==> src/rtl/pmu_battery_status_decoder_defines.svh <==
// Assertion macros shared by the battery status decoder.
`ifndef PMU_BATTERY_STATUS_DECODER_DEFINES_SVH
`define PMU_BATTERY_STATUS_DECODER_DEFINES_SVH

// Checks that a condition holds at every clock edge out of reset.
`define PBSD_CHECK(name, cond) \
  name: assert property (@(posedge clk) disable iff (!rst_n) (cond)) \
    else $error("pbsd check failed");

// Checks that a consequent holds in the same cycle as its antecedent.
`define PBSD_IMPLY(name, ante, cons) \
  name: assert property (@(posedge clk) disable iff (!rst_n) (ante) |-> (cons)) \
    else $error("pbsd implication failed");

`endif

==> src/rtl/pbsd_pkg.sv <==
// Package with the constants, types and curve tables of the battery status decoder.
`default_nettype none

package pbsd_pkg;

  localparam logic [7:0]  PBSD_VBUS_BIT     = 8'h20;
  localparam logic [7:0]  PBSD_BATT_BIT     = 8'h08;
  localparam logic [1:0]  PBSD_CHG_CHARGING = 2'b01;
  localparam logic [12:0] PBSD_MV_MIN       = 13'd2500;
  localparam logic [12:0] PBSD_MV_MAX       = 13'd4600;
  localparam logic [7:0]  PBSD_GAUGE_MAX    = 8'd100;
  localparam logic [6:0]  PBSD_PCT_FULL     = 7'd100;
  localparam int          PBSD_CURVE_LEN    = 8;
  localparam int          PBSD_RECIP_SHIFT  = 24;

  typedef struct packed {
    logic report_valid;
    logic usb;
    logic batt;
    logic chg;
    logic gauge_use;
    logic est_use;
  } pbsd_flags_t;

  function automatic logic [12:0] curve_mv(input logic [2:0] idx);
    logic [12:0] v;
    case (idx)
      3'd0: v = 13'd3300;
      3'd1: v = 13'd3600;
      3'd2: v = 13'd3700;
      3'd3: v = 13'd3750;
      3'd4: v = 13'd3850;
      3'd5: v = 13'd3950;
      3'd6: v = 13'd4100;
      3'd7: v = 13'd4200;
      default: v = 13'd4200;
    endcase
    return v;
  endfunction

  function automatic logic [6:0] curve_pct(input logic [2:0] idx);
    logic [6:0] v;
    case (idx)
      3'd0: v = 7'd0;
      3'd1: v = 7'd10;
      3'd2: v = 7'd25;
      3'd3: v = 7'd40;
      3'd4: v = 7'd60;
      3'd5: v = 7'd75;
      3'd6: v = 7'd90;
      3'd7: v = 7'd100;
      default: v = 7'd100;
    endcase
    return v;
  endfunction

  function automatic logic [4:0] seg_pct_span(input logic [2:0] hi);
    logic [6:0] d;
    d = curve_pct(hi) - curve_pct(hi - 3'd1);
    return d[4:0];
  endfunction

  // Reciprocal of the segment's millivolt span, scaled by 2**24 and rounded up.
  // Exact for every product that a segment can produce.
  function automatic logic [18:0] recip_of(input logic [2:0] hi);
    logic [18:0] r;
    case (hi)
      3'd1: r = 19'd55925;
      3'd2: r = 19'd167773;
      3'd3: r = 19'd335545;
      3'd4: r = 19'd167773;
      3'd5: r = 19'd167773;
      3'd6: r = 19'd111849;
      3'd7: r = 19'd167773;
      default: r = 19'd0;
    endcase
    return r;
  endfunction

endpackage

`default_nettype wire

==> src/rtl/pbsd_estimate.sv <==
// Two-stage voltage-to-percent interpolation over the lithium discharge curve.
`default_nettype none

module pbsd_estimate
  import pbsd_pkg::*;
(
  input  wire logic        clk,
  input  wire logic [3:0]  count,
  input  wire logic [12:0] mv,
  output logic      [6:0]  q,
  output logic      [6:0]  base
);

  logic [2:0]  seg;
  logic        in_seg;
  logic [12:0] diff;
  logic [8:0]  into;
  logic [13:0] prod_full;
  logic [11:0] prod_nxt;
  logic [6:0]  base_nxt;
  logic [11:0] prod_r;
  logic [6:0]  base1_r;
  logic [2:0]  seg_r;
  logic [30:0] mul_full;
  logic [6:0]  q_r;
  logic [6:0]  base2_r;

  always_comb begin
    seg       = count[2:0];
    in_seg    = (count != 4'd0) && !count[3];
    diff      = mv - curve_mv(seg - 3'd1);
    into      = in_seg ? diff[8:0] : 9'd0;
    prod_full = {5'd0, into} * {9'd0, seg_pct_span(seg)};
    prod_nxt  = prod_full[11:0];
    if (count[3]) begin
      base_nxt = PBSD_PCT_FULL;
    end else if (in_seg) begin
      base_nxt = curve_pct(seg - 3'd1);
    end else begin
      base_nxt = 7'd0;
    end
  end

  always_ff @(posedge clk) begin
    prod_r  <= prod_nxt;
    base1_r <= base_nxt;
    seg_r   <= seg;
  end

  assign mul_full = {19'd0, prod_r} * {12'd0, recip_of(seg_r)};

  always_ff @(posedge clk) begin
    q_r     <= mul_full[PBSD_RECIP_SHIFT+6:PBSD_RECIP_SHIFT];
    base2_r <= base1_r;
  end

  assign q    = q_r;
  assign base = base2_r;

endmodule

`default_nettype wire

==> src/rtl/pmu_battery_status_decoder.sv <==
// Top level of the battery status decoder: APB register, decode stage, output stage.
//
//   Channel   Ports                           Handshake
//   input     start, busy, in_*               item taken when start is high and busy low
//   result    out_valid, out_*                one-cycle strobe, no back-pressure
//   config    psel, penable, pwrite, paddr,   APB write in access cycle, pready tied high
//             pwdata, prdata, pready
//
// A new item can be taken every cycle; busy is always low.
// Each result reaches the output ports through four register stages: decode and segment
// search, subtract and multiply by the percent span, multiply by the span reciprocal, and
// the final add and select in the output register.
// Reset clears the identified bit and all valid bits in the pipeline.
`default_nettype none
`include "pmu_battery_status_decoder_defines.svh"

module pmu_battery_status_decoder
  import pbsd_pkg::*;
(
  input  wire logic        clk,
  input  wire logic        rst_n,
  input  wire logic        start,
  output logic             busy,
  input  wire logic [7:0]  in_status_one,
  input  wire logic        in_status_one_ok,
  input  wire logic [7:0]  in_status_two,
  input  wire logic        in_status_two_ok,
  input  wire logic [7:0]  in_volt_high_byte,
  input  wire logic [7:0]  in_volt_low_byte,
  input  wire logic        in_volt_ok,
  input  wire logic [7:0]  in_gauge_byte,
  input  wire logic        in_gauge_ok,
  output logic             out_valid,
  output logic             out_report_valid,
  output logic             out_usb_present,
  output logic             out_battery_present,
  output logic             out_is_charging,
  output logic      [12:0] out_battery_mv,
  output logic      [6:0]  out_charge_percent,
  output logic             out_percent_valid,
  output logic             out_soc_estimated,
  input  wire logic        psel,
  input  wire logic        penable,
  input  wire logic        pwrite,
  input  wire logic [2:0]  paddr,
  input  wire logic [31:0] pwdata,
  output logic      [31:0] prdata,
  output logic             pready
);

  logic        ident_r;
  logic        cfg_wr;

  logic        accept;
  logic [12:0] raw;
  logic [12:0] mv_nxt;
  logic [3:0]  count_nxt;
  pbsd_flags_t flags_nxt;

  logic        v1_r, v2_r, v3_r;
  pbsd_flags_t flags1_r, flags2_r, flags3_r;
  logic [12:0] mv1_r, mv2_r, mv3_r;
  logic [6:0]  gauge1_r, gauge2_r, gauge3_r;
  logic [3:0]  count1_r;

  logic [6:0]  est_q;
  logic [6:0]  est_base;
  logic [6:0]  est;
  logic [6:0]  pct_nxt;

  logic        out_valid_r;
  pbsd_flags_t out_flags_r;
  logic [12:0] out_mv_r;
  logic [6:0]  out_pct_r;
  logic        out_rest_zero;

  assign pready = 1'b1;
  assign busy   = 1'b0;
  assign cfg_wr = psel && penable && pwrite && pready && !paddr[2];
  assign prdata = paddr[2] ? 32'd0 : {31'd0, ident_r};

  always_ff @(posedge clk) begin
    if (!rst_n) begin
      ident_r <= 1'b0;
    end else if (cfg_wr) begin
      ident_r <= pwdata[0];
    end
  end

  assign accept = start && !busy;

  always_comb begin
    raw                    = {in_volt_high_byte[4:0], in_volt_low_byte};
    flags_nxt.report_valid = ident_r && in_status_one_ok;
    flags_nxt.usb          = flags_nxt.report_valid && ((in_status_one & PBSD_VBUS_BIT) != 8'd0);
    flags_nxt.batt         = flags_nxt.report_valid && ((in_status_one & PBSD_BATT_BIT) != 8'd0);
    flags_nxt.chg          = flags_nxt.report_valid && in_status_two_ok &&
                             (in_status_two[6:5] == PBSD_CHG_CHARGING);
    if (flags_nxt.batt && in_volt_ok && raw >= PBSD_MV_MIN && raw <= PBSD_MV_MAX) begin
      mv_nxt = raw;
    end else begin
      mv_nxt = 13'd0;
    end
    flags_nxt.gauge_use = flags_nxt.batt && in_gauge_ok && (in_gauge_byte <= PBSD_GAUGE_MAX);
    flags_nxt.est_use   = flags_nxt.batt && !flags_nxt.gauge_use && (mv_nxt != 13'd0);
    count_nxt = 4'd0;
    for (int k = 0; k < PBSD_CURVE_LEN; k++) begin
      count_nxt = count_nxt + {3'd0, (mv_nxt > curve_mv(k[2:0]))};
    end
  end

  always_ff @(posedge clk) begin
    if (!rst_n) begin
      v1_r <= 1'b0;
      v2_r <= 1'b0;
      v3_r <= 1'b0;
    end else begin
      v1_r <= accept;
      v2_r <= v1_r;
      v3_r <= v2_r;
    end
  end

  always_ff @(posedge clk) begin
    flags1_r <= flags_nxt;
    mv1_r    <= mv_nxt;
    gauge1_r <= in_gauge_byte[6:0];
    count1_r <= count_nxt;
    flags2_r <= flags1_r;
    mv2_r    <= mv1_r;
    gauge2_r <= gauge1_r;
    flags3_r <= flags2_r;
    mv3_r    <= mv2_r;
    gauge3_r <= gauge2_r;
  end

  pbsd_estimate u_estimate (
    .clk   (clk),
    .count (count1_r),
    .mv    (mv1_r),
    .q     (est_q),
    .base  (est_base)
  );

  always_comb begin
    est = est_base + est_q;
    if (flags3_r.gauge_use) begin
      pct_nxt = gauge3_r;
    end else if (flags3_r.est_use) begin
      pct_nxt = est;
    end else begin
      pct_nxt = 7'd0;
    end
  end

  always_ff @(posedge clk) begin
    if (!rst_n) begin
      out_valid_r <= 1'b0;
    end else begin
      out_valid_r <= v3_r;
    end
  end

  always_ff @(posedge clk) begin
    out_flags_r <= flags3_r;
    out_mv_r    <= mv3_r;
    out_pct_r   <= pct_nxt;
  end

  assign out_valid           = out_valid_r;
  assign out_report_valid    = out_flags_r.report_valid;
  assign out_usb_present     = out_flags_r.usb;
  assign out_battery_present = out_flags_r.batt;
  assign out_is_charging     = out_flags_r.chg;
  assign out_battery_mv      = out_mv_r;
  assign out_charge_percent  = out_pct_r;
  assign out_percent_valid   = out_flags_r.gauge_use || out_flags_r.est_use;
  assign out_soc_estimated   = out_flags_r.est_use;

  assign out_rest_zero = !out_usb_present && !out_battery_present && !out_is_charging &&
                         (out_battery_mv == 13'd0) && !out_percent_valid;

  `PBSD_IMPLY(a_latency, out_valid, $past(start, 4))
  `PBSD_IMPLY(a_est_needs_mv, out_valid && out_soc_estimated, out_percent_valid && |out_battery_mv)
  `PBSD_IMPLY(a_no_report_zero, out_valid && !out_report_valid, out_rest_zero)
  `PBSD_CHECK(a_pct_range, !out_valid || out_charge_percent <= 7'd100)

endmodule

`default_nettype wire
==> config.mk <==
export PLATFORM = sky130hd
export DESIGN_NAME = pmu_battery_status_decoder
export DESIGN_NICKNAME = d
export VERILOG_FILES = /design/src/rtl/pbsd_pkg.sv /design/src/rtl/pbsd_estimate.sv /design/src/rtl/pmu_battery_status_decoder.sv
export VERILOG_INCLUDE_DIRS = /design/src /design/src/rtl
export SDC_FILE = /design/constraint.sdc
export NUM_CORES = 1
export LEC_CHECK = 0
export BUFFER_PORTS_ARGS = -buffer_cell sky130_fd_sc_hd__buf_4
export CAP_MARGIN = 10
export CORE_MARGIN = 2
export CORE_UTILIZATION = 60
export DETAILED_ROUTE_END_ITERATION = 16
export PLACE_DENSITY_LB_ADDON = 0.25
export SYNTH_ARGS = -nofsm -noshare
export SYNTH_HDL_FRONTEND = slang
export SYNTH_SLANG_ARGS = --single-unit
==> constraint.sdc <==
create_clock -name clk -period 7.63 [get_ports clk]
set_input_delay 0.763 -clock clk [delete_from_list [all_inputs] [get_ports clk]]
set_output_delay 0.763 -clock clk [all_outputs]
set_load 0.005 [all_outputs]
## Word-level counts from Yosys, hierarchy flattened

Memory sizes are Yosys's and may differ from the RTL's. A register that Yosys moved wholly into a read port is not among the register bits.
Index checks and enable logic that the tools add are counted.

| word-level totals | value |
|---|---|
| logic and storage cells | 112 |
| ROM bits | 264 |
| register bits | 149 |
| memories | 4 |
| output and inout port bits | 61 |
| bits of input ports | 85 |

| cells by class | value |
|---|---|
| $mul | 2 |
| reductions and logical operators | 24 |
| add/sub/neg operators | 11 |
| $lt $le $gt $ge | 11 |
| multiplexer cells | 7 |
| bitwise logic cells | 1 |
| equal/unequal tests | 8 |

Memory list:

| name | words | width | read ports | clocked after memory_dff | write ports | RTL line | text |
|---|---|---|---|---|---|---|---|
| (no name shown) | 8 | 12 | 1 | 0 | 0 | pbsd_pkg.sv:27 | `case (idx)` |
| (no name shown) | 8 | 7 | 1 | 1 | 0 | pbsd_pkg.sv:43 | `case (idx)` |
| (no name shown) | 8 | 7 | 1 | 0 | 0 | pbsd_pkg.sv:43 |  |
| (no name shown) | 8 | 7 | 1 | 0 | 0 | pbsd_pkg.sv:43 |  |

Operator list:

| operator | number |
|---|---|
| 13-bit by 12-bit > comparator with 1-bit output (second input constant) | 6 |
| 19-bit one-hot mux with 4 select lines | 1 |
| 12-bit by 19-bit multiplier with 31-bit output | 1 |
| 13-bit > comparator (second input constant) | 2 |
| 7-bit two-way mux | 3 |
| 4-bit by 1-bit adder with 4-bit output | 4 |
| 1-bit logical AND | 16 |
| 13-bit by 12-bit greater-or-equal comparator with 1-bit output (second input constant) | 1 |
| 13-bit less-or-equal comparator (second input constant) | 1 |
| 13-bit two-way mux | 1 |
| 13-bit nonzero test | 1 |
| 3-bit == test (second input constant) | 4 |
| 9-bit by 5-bit multiplier with 12-bit output | 1 |
| 9-bit two-way mux | 1 |
| 9-bit subtractor | 1 |
| 8-bit by 7-bit less-or-equal comparator with 1-bit output (second input constant) | 1 |
| 7-bit adder | 1 |
| 3-bit by 2-bit == test with 1-bit output (second input constant) | 2 |
| 5-bit subtractor | 1 |
| 3-bit by 1-bit adder with 4-bit output | 1 |
| 4-bit nonzero test | 1 |
| 4-bit OR reduction | 1 |
| 2-bit by 1-bit adder with 3-bit output | 1 |
| 3-bit by 1-bit == test with 1-bit output (second input constant) | 1 |
| 8 further kinds | 10 |

## Longest topological paths before layout

| depth | value |
|---|---|
| depth in word-level cells | 14 |
| gate-level depth with buffers | 25 |
| mapped depth without buffers | 25 |

## By module

A second synthesis with hierarchy kept.

| unflattened totals | value |
|---|---|
| cell total of the unflattened synthesis | 1,289 |
| area, all modules | 12,319.3 µm² |

Modules (own cells, without submodules):

| module | cells an instance | instances | area each (µm²) | seq. area each (µm²) |
|---|---|---|---|---|
| pbsd_estimate | 968 | 1 | 8,603.3 | 720.7 |
| pmu_battery_status_decoder | 321 | 1 | 3,716.1 | 2,262.2 |

## Worst setup path after synthesis

OpenSTA, ideal clock, no wires.

| timing path | value |
|---|---|
| path type | register -> register |
| from | reg u_estimate.seg_r[1] |
| to | reg u_estimate.q_r[5], in the netlist u_estimate.q[5] |
| stages on the path, launching flop included | 23 |
| required time | 7.499 ns |
| clock period less this slack | 6.080 ns |
| arrival time | 5.949 ns |
| path buffers | 2 |
| setup slack | 1.550 ns |
| cell sequence | dfxtp_1 > inv_1 > nor2_1 > and2_1 > clkbuf_1 > nand2b_1 > clkbuf_1 > and2_1 > fa_1 > fa_1 > fa_1 > fa_1 > inv_1 > fa_1 > inv_1 > ha_1 > a21o_1 > a211o_1 > a2111oi_0 > a31oi_1 > a21oi_1 > nor2b_1 > o311ai_1 |

| between the ends | value |
|---|---|
| word-level cells in the longest chain between the ends | 4 |
| elaborated cells between the ends (all ways) | 10 |
| those cells by class | 1 x mul; 7 x eq/ne; 1 x mux; 1 x reduce/logical |

RTL lines:

| what | RTL line | text |
|---|---|---|
| from (decl) | pbsd_estimate.sv:23 | `logic [2:0] seg_r;` |
| from (signal assigned) | pbsd_estimate.sv:47 | `seg_r <= seg;` |
| 3-bit by 2-bit == test with 1-bit output or 3-bit == test (tied branches) | pbsd_pkg.sv:67 | `case (hi)` |
| 4-bit OR reduction (no source line) | n/a |  |
| 19-bit one-hot mux with 4 select lines (*) | pbsd_pkg.sv:67 |  |
| 12-bit by 19-bit multiplier with 31-bit output (*) | pbsd_estimate.sv:50 | `assign mul_full = {19'd0, prod_r} * {12'd0, recip_of(seg_r)};` |
| net u_estimate.mul_full[29] | pbsd_estimate.sv:24 | `logic [30:0] mul_full;` |
| to (signal assigned) | pbsd_estimate.sv:53 | `q_r <= mul_full[PBSD_RECIP_SHIFT+6:PBSD_RECIP_SHIFT];` |
| to (decl) | pbsd_estimate.sv:25 | `logic [6:0] q_r;` |

Mark *: on every way through the listed nets, which the timed path passes. The rest lies on a longest branch.
A chain may end at the register's enable or synchronous reset.

## Worst setup path after layout

| timing path | value |
|---|---|
| from | reg u_estimate.seg_r[2] |
| to | reg u_estimate.q_r[5], in the netlist u_estimate.q[5] |

Same word-level chain as after synthesis.

==> impl_results.html <==
<table>
<tr><th>Metric</th><th>Value</th></tr>
<tr><th colspan="2">Placed design</th></tr>
<tr><td>Placed Instances</td><td>~1600</td></tr>
<tr><td>Routability cong.</td><td>0.916</td></tr>
<tr><td>DP Wirelength</td><td>around 21 mm</td></tr>
<tr><td>Post-placement worst setup slack</td><td>slightly below 800 ps</td></tr>
<tr><td>Port Buf Inserts</td><td>64</td></tr>
<tr><th colspan="2">Clocking</th></tr>
<tr><td>Total number of H-tree levels</td><td>4</td></tr>
<tr><td>Hold-fix buffers, CTS</td><td>0</td></tr>
<tr><td>Clk_lat worst skew</td><td>420 ps</td></tr>
<tr><td>Cell at the root of the clock tree</td><td>sky130_fd_sc_hd__clkbuf_16</td></tr>
<tr><td>Cells resized by post-CTS repair</td><td>0</td></tr>
<tr><td>CTS max path bufs</td><td>2</td></tr>
<tr><td>CTS clk-pin slew, worst paths</td><td>70 ps</td></tr>
<tr><td>Clock tree from TritonCTS</td><td>built</td></tr>
<tr><td>Number of post-CTS setup repair buffers</td><td>0</td></tr>
<tr><td>CTS sink count</td><td>154</td></tr>
<tr><td>CTS buffer count</td><td>17</td></tr>
<tr><th colspan="2">Floorplan</th></tr>
<tr><td>Initial Util</td><td>around three fifths</td></tr>
<tr><td>Width of the die</td><td>148 µm</td></tr>
<tr><td>Height of the die</td><td>148 µm</td></tr>
<tr><td>Standard cell core area</td><td>0.0204 mm²</td></tr>
<tr><td>Ports</td><td>146</td></tr>
<tr><td># rows</td><td>52</td></tr>
<tr><td>Die Outline Area</td><td>0.0220 mm²</td></tr>
<tr><th colspan="2">Critical path</th></tr>
<tr><td>Data required time of the critical path</td><td>7920 ps</td></tr>
<tr><td>Critical path class</td><td>flip-flop to flip-flop</td></tr>
<tr><td>Slowest-stage cell, CP</td><td>sky130_fd_sc_hd__fa_1</td></tr>
<tr><td>Crit path DAT</td><td>7230 ps</td></tr>
<tr><td>CP max FO</td><td>13</td></tr>
<tr><td>Worst path max stage delay</td><td>570 ps</td></tr>
<tr><td>Crit path capture type</td><td>flip-flop</td></tr>
<tr><td>Cell chain of the critical path</td><td>or2_2 &gt; nor2_1 &gt; nor2_1 &gt; buf_4 &gt; and2_1 &gt; inv_1 &gt; fa_1 &gt; xnor2_1 &gt; ha_1 &gt; fa_1 &gt; fa_1 &gt; inv_1 &gt; fa_1 &gt; inv_1 &gt; ha_1 &gt; a21o_1 &gt; a211o_1 &gt; a2111oi_0 &gt; a31oi_1 &gt; a21oi_1 &gt; nor2b_1 &gt; o311ai_1</td></tr>
<tr><td>Most frequent cell on the critical path</td><td>sky130_fd_sc_hd__fa_1</td></tr>
<tr><td>Element type at the critical path start</td><td>flip-flop</td></tr>
<tr><th colspan="2">Layout</th></tr>
<tr><td>Post-Route Utilization</td><td>67.4%</td></tr>
<tr><td>Filler cells</td><td>between 1500 and 2000</td></tr>
<tr><td>Net count, final</td><td>between 1500 and 2000</td></tr>
<tr><td>Highest-count cells in the layout ignoring fill and taps</td><td>sky130_fd_sc_hd__inv_1, sky130_fd_sc_hd__fa_1, sky130_fd_sc_hd__dfxtp_1</td></tr>
<tr><td>Diodes inserted</td><td>0</td></tr>
<tr><td>Ratio of cells with drive above 1 in the final layout</td><td>under 10%</td></tr>
<tr><td>P&amp;R area growth vs syn</td><td>9.87%</td></tr>
<tr><td>Most frequent standard cell in the layout excluding fill and tap cells</td><td>sky130_fd_sc_hd__inv_1</td></tr>
<tr><td>Number of cells in the finished layout apart from fillers</td><td>~1600</td></tr>
<tr><th colspan="2">Detailed routing</th></tr>
<tr><td>WL/cell</td><td>16.3 µm</td></tr>
<tr><td>Total wirelength of the detailed-routed design</td><td>26.6 mm</td></tr>
<tr><td>Total vias in the final route</td><td>roughly 8600</td></tr>
<tr><td>Detailed Routing Iterations Pass 1</td><td>5</td></tr>
<tr><td>Detail Route Antenna Nets</td><td>0</td></tr>
<tr><td>Via density</td><td>5.23</td></tr>
<tr><td>DRC violation count after routing</td><td>0</td></tr>
<tr><td>Starting DRT DRC Count</td><td>536</td></tr>
<tr><th colspan="2">STA</th></tr>
<tr><td>Ratio of final minimum period to clock period</td><td>91.0%</td></tr>
<tr><td>Relative max-transition margin</td><td>~55%</td></tr>
<tr><td>Total negative slack</td><td>0 ps</td></tr>
<tr><td>Worst clock skew</td><td>roughly 9.6 ps</td></tr>
<tr><td>Shortest period the worst path allows</td><td>6940 ps</td></tr>
<tr><td>Fmax</td><td>0.144 GHz</td></tr>
<tr><td>Least setup slack across all paths after layout</td><td>just under 700 ps</td></tr>
<tr><td>RSZ-0062 raised after global routing</td><td>false</td></tr>
<tr><td>Count of endpoints failing setup in the final report</td><td>0</td></tr>
<tr><td>Worst Tran Pin Value</td><td>677 ps</td></tr>
<tr><td>Count of final hold-check violations</td><td>0</td></tr>
<tr><td>Pins over their slew limit</td><td>0</td></tr>
<tr><th colspan="2">Global route</th></tr>
<tr><td>Via count of the first global-routing pass</td><td>8976</td></tr>
<tr><td>Number of antenna violations at the first check in global routing</td><td>0</td></tr>
<tr><td>Total global-route track usage</td><td>25.7%</td></tr>
<tr><td>Wire length of the first global-routing pass</td><td>around 44 mm</td></tr>
<tr><td>Global route total overflow</td><td>0</td></tr>
<tr><td>Pin count of the biggest net entering global routing</td><td>22</td></tr>
<tr><th colspan="2">Power</th></tr>
<tr><td>Design internal power</td><td>approximately 1.3 mW</td></tr>
<tr><td>Part of the total power dissipated in sequential elements</td><td>47.0%</td></tr>
<tr><td>Net switching component of the power</td><td>0.393 mW</td></tr>
<tr><td>Gate power share</td><td>2.7%</td></tr>
<tr><td>Share of total power in the clock network</td><td>50.3%</td></tr>
<tr><td>Total power per unit cell area</td><td>between 100 and 150 mW/mm²</td></tr>
<tr><td>Overall power of the completed layout</td><td>around 1.7 mW</td></tr>
<tr><td>Leak</td><td>7.42 nW</td></tr>
<tr><td>Switch share</td><td>22.6%</td></tr>
<tr><td>Max rail drop VDD</td><td>0.000130 V</td></tr>
<tr><th colspan="2">Status</th></tr>
<tr><td>Status</td><td>finished clean</td></tr>
<tr><th colspan="2">Yosys</th></tr>
<tr><td>Avg Synthesized Cell Area</td><td>9.60 µm²</td></tr>
<tr><td>Yosys Warn Count</td><td>0</td></tr>
<tr><td>Count of unique library cells instantiated by Yosys</td><td>69</td></tr>
<tr><td>Commonest register cell after synthesis</td><td>sky130_fd_sc_hd__dfxtp_1</td></tr>
<tr><td>Async set-reset flop share out of synthesis</td><td>0%</td></tr>
<tr><td>Number of enable-type register cells in the synthesized netlist</td><td>0</td></tr>
<tr><td>Cell Area, Synth</td><td>0.0125 mm²</td></tr>
<tr><td>Register area share after synthesis</td><td>roughly 25%</td></tr>
<tr><td>Cells after Synth</td><td>1301</td></tr>
<tr><td>Flip-flop and latch count after synthesis</td><td>154</td></tr>
<tr><th colspan="2">Worst hold path</th></tr>
<tr><td>Hold/Removal Path Class</td><td>flip-flop to flip-flop</td></tr>
<tr><th colspan="2">Run</th></tr>
<tr><td>Number of violations of the max-capacitance limit</td><td>0</td></tr>
</table>
-- stage by stage --
stage	instance area [µm²]	hold WS, ps
floorplan	12600	310
global placement	13100	309
detailed placement	13100	312
CTS	13700	319
global route	13700	322
finish	13700	320
-- path summary, 6_finish.rpt --
| path | startpoint | endpoint | slack [ps] | cells after the start |
|---|---|---|---|---|
| max | u_estimate.seg_r[2] | u_estimate.q[5] | 690 | 22 |
| max reg2reg | u_estimate.seg_r[2] | u_estimate.q[5] | 690 | 22 |
| min | flags1_r[5] | flags2_r[5] | 320 | 0 |
| min reg2reg | flags1_r[5] | flags2_r[5] | 320 | 0 |
-- critical path: cells and delay by family (launching register included) --
| kind | cells | cell delay, ps |
|---|---|---|
| simple gates | 5 | 1300 |
| compound gates | 6 | 1680 |
| flops | 1 | 460 |
| buf+inv | 4 | 460 |
| xor+xnor | 1 | 140 |
| fa+ha+maj | 6 | 2780 |
-- area by class of cell --
class	count	area, µm²	area share [%]
clock inverter	14	200	1.46
timing repair buffer	71	533	3.88
multi-input combinational	846	8150	59.4
sequential	154	3080	22.5
clock buffer	18	439	3.20
inverter	262	983	7.16
tap	270	338	2.46
-- kinds of logic (layout without fill, tap and decap cells) --
kind of cell    count (synthesis)  after routing  synth area share (%)
mux                             6              6                 0.491
compound gates                137            137                  7.28
simple gates                  333            333                  13.4
other cells                     2             33                0.0601
flops                         154            154                  24.7
fa+ha+maj                     294            294                  39.8
xor+xnor                       43             43                  3.30
buf+inv                       332            365                  11.0
-- synthesized netlist by cell type, types with 2 or more instances --
cell type | n | area (µm²)
sky130_fd_sc_hd__inv_1 | 262 | 983
sky130_fd_sc_hd__fa_1 | 172 | 3440
sky130_fd_sc_hd__dfxtp_1 | 154 | 3080
sky130_fd_sc_hd__ha_1 | 121 | 1510
sky130_fd_sc_hd__nand2_1 | 113 | 424
sky130_fd_sc_hd__nor2_1 | 52 | 195
sky130_fd_sc_hd__and2_1 | 51 | 319
sky130_fd_sc_hd__a21oi_1 | 37 | 185
sky130_fd_sc_hd__buf_4 | 34 | 255
sky130_fd_sc_hd__clkbuf_1 | 31 | 116
sky130_fd_sc_hd__o21ai_0 | 26 | 130
sky130_fd_sc_hd__xnor2_1 | 26 | 228
sky130_fd_sc_hd__nor2b_1 | 21 | 131
sky130_fd_sc_hd__a21o_1 | 19 | 143
sky130_fd_sc_hd__nor3_1 | 18 | 90.1
sky130_fd_sc_hd__nand3_1 | 16 | 80.1
sky130_fd_sc_hd__xor2_1 | 13 | 114
sky130_fd_sc_hd__and3_1 | 12 | 75.1
sky130_fd_sc_hd__nand2b_1 | 9 | 56.3
sky130_fd_sc_hd__or3_1 | 9 | 56.3
sky130_fd_sc_hd__o31ai_1 | 8 | 60.1
sky130_fd_sc_hd__o21a_1 | 7 | 52.6
sky130_fd_sc_hd__a22o_1 | 5 | 43.8
sky130_fd_sc_hd__mux2i_1 | 5 | 50.1
sky130_fd_sc_hd__nor3b_1 | 5 | 37.5
sky130_fd_sc_hd__or2_2 | 5 | 31.3
sky130_fd_sc_hd__a211o_1 | 4 | 35.0
sky130_fd_sc_hd__nor4_1 | 4 | 25.0
sky130_fd_sc_hd__a31oi_1 | 3 | 18.8
sky130_fd_sc_hd__and3b_1 | 3 | 26.3
sky130_fd_sc_hd__buf_1 | 3 | 11.3
sky130_fd_sc_hd__o211ai_1 | 3 | 22.5
sky130_fd_sc_hd__o21ai_1 | 3 | 15.0
sky130_fd_sc_hd__a2111oi_0 | 2 | 17.5
sky130_fd_sc_hd__a41oi_1 | 2 | 17.5
sky130_fd_sc_hd__and4b_1 | 2 | 20.0
sky130_fd_sc_hd__buf_2 | 2 | 10.0
sky130_fd_sc_hd__conb_1 | 2 | 7.51
sky130_fd_sc_hd__nand3b_1 | 2 | 15.0
sky130_fd_sc_hd__nand4_1 | 2 | 12.5
sky130_fd_sc_hd__o21bai_1 | 2 | 15.0
sky130_fd_sc_hd__o22ai_1 | 2 | 12.5
sky130_fd_sc_hd__o41ai_1 | 2 | 17.5
sky130_fd_sc_hd__xnor2_2 | 2 | 32.5
-- metal layers --
layer  wire length (µm)  GRT usage, %
met1              11400          33.8
met5                  0             0
met2              12700          43.1
met4                594          7.48
met3               1890          5.58
-- power by group through the flow --
| stage | registers [mW] | logic, mW | clock network, mW |
|---|---|---|---|
| after floorplan | 0.832 | 0.0362 | 0 |
| after global placement | 0.833 | 0.0451 | 0 |
| after detailed placement | 0.833 | 0.0456 | 0 |
| after CTS | 0.815 | 0.0461 | 0.891 |
| after global routing | 0.816 | 0.0516 | 0.925 |
| final | 0.815 | 0.0470 | 0.874 |
-- state kept, by name, indices dropped and copies added, names as in the netlist, 3 cells and up, named ones only --
name                cells
count1_r                4
flags1_r                6
flags2_r                6
flags3_r                6
gauge1_r                7
gauge2_r                7
gauge3_r                7
mv1_r                  13
mv2_r                  13
mv3_r                  13
out_battery_mv         13
out_charge_percent      7
u_estimate.base         7
u_estimate.base1_r      7
u_estimate.prod_r      12
u_estimate.q            7
u_estimate.seg_r        3
Power figures use the tool's default switching activity.
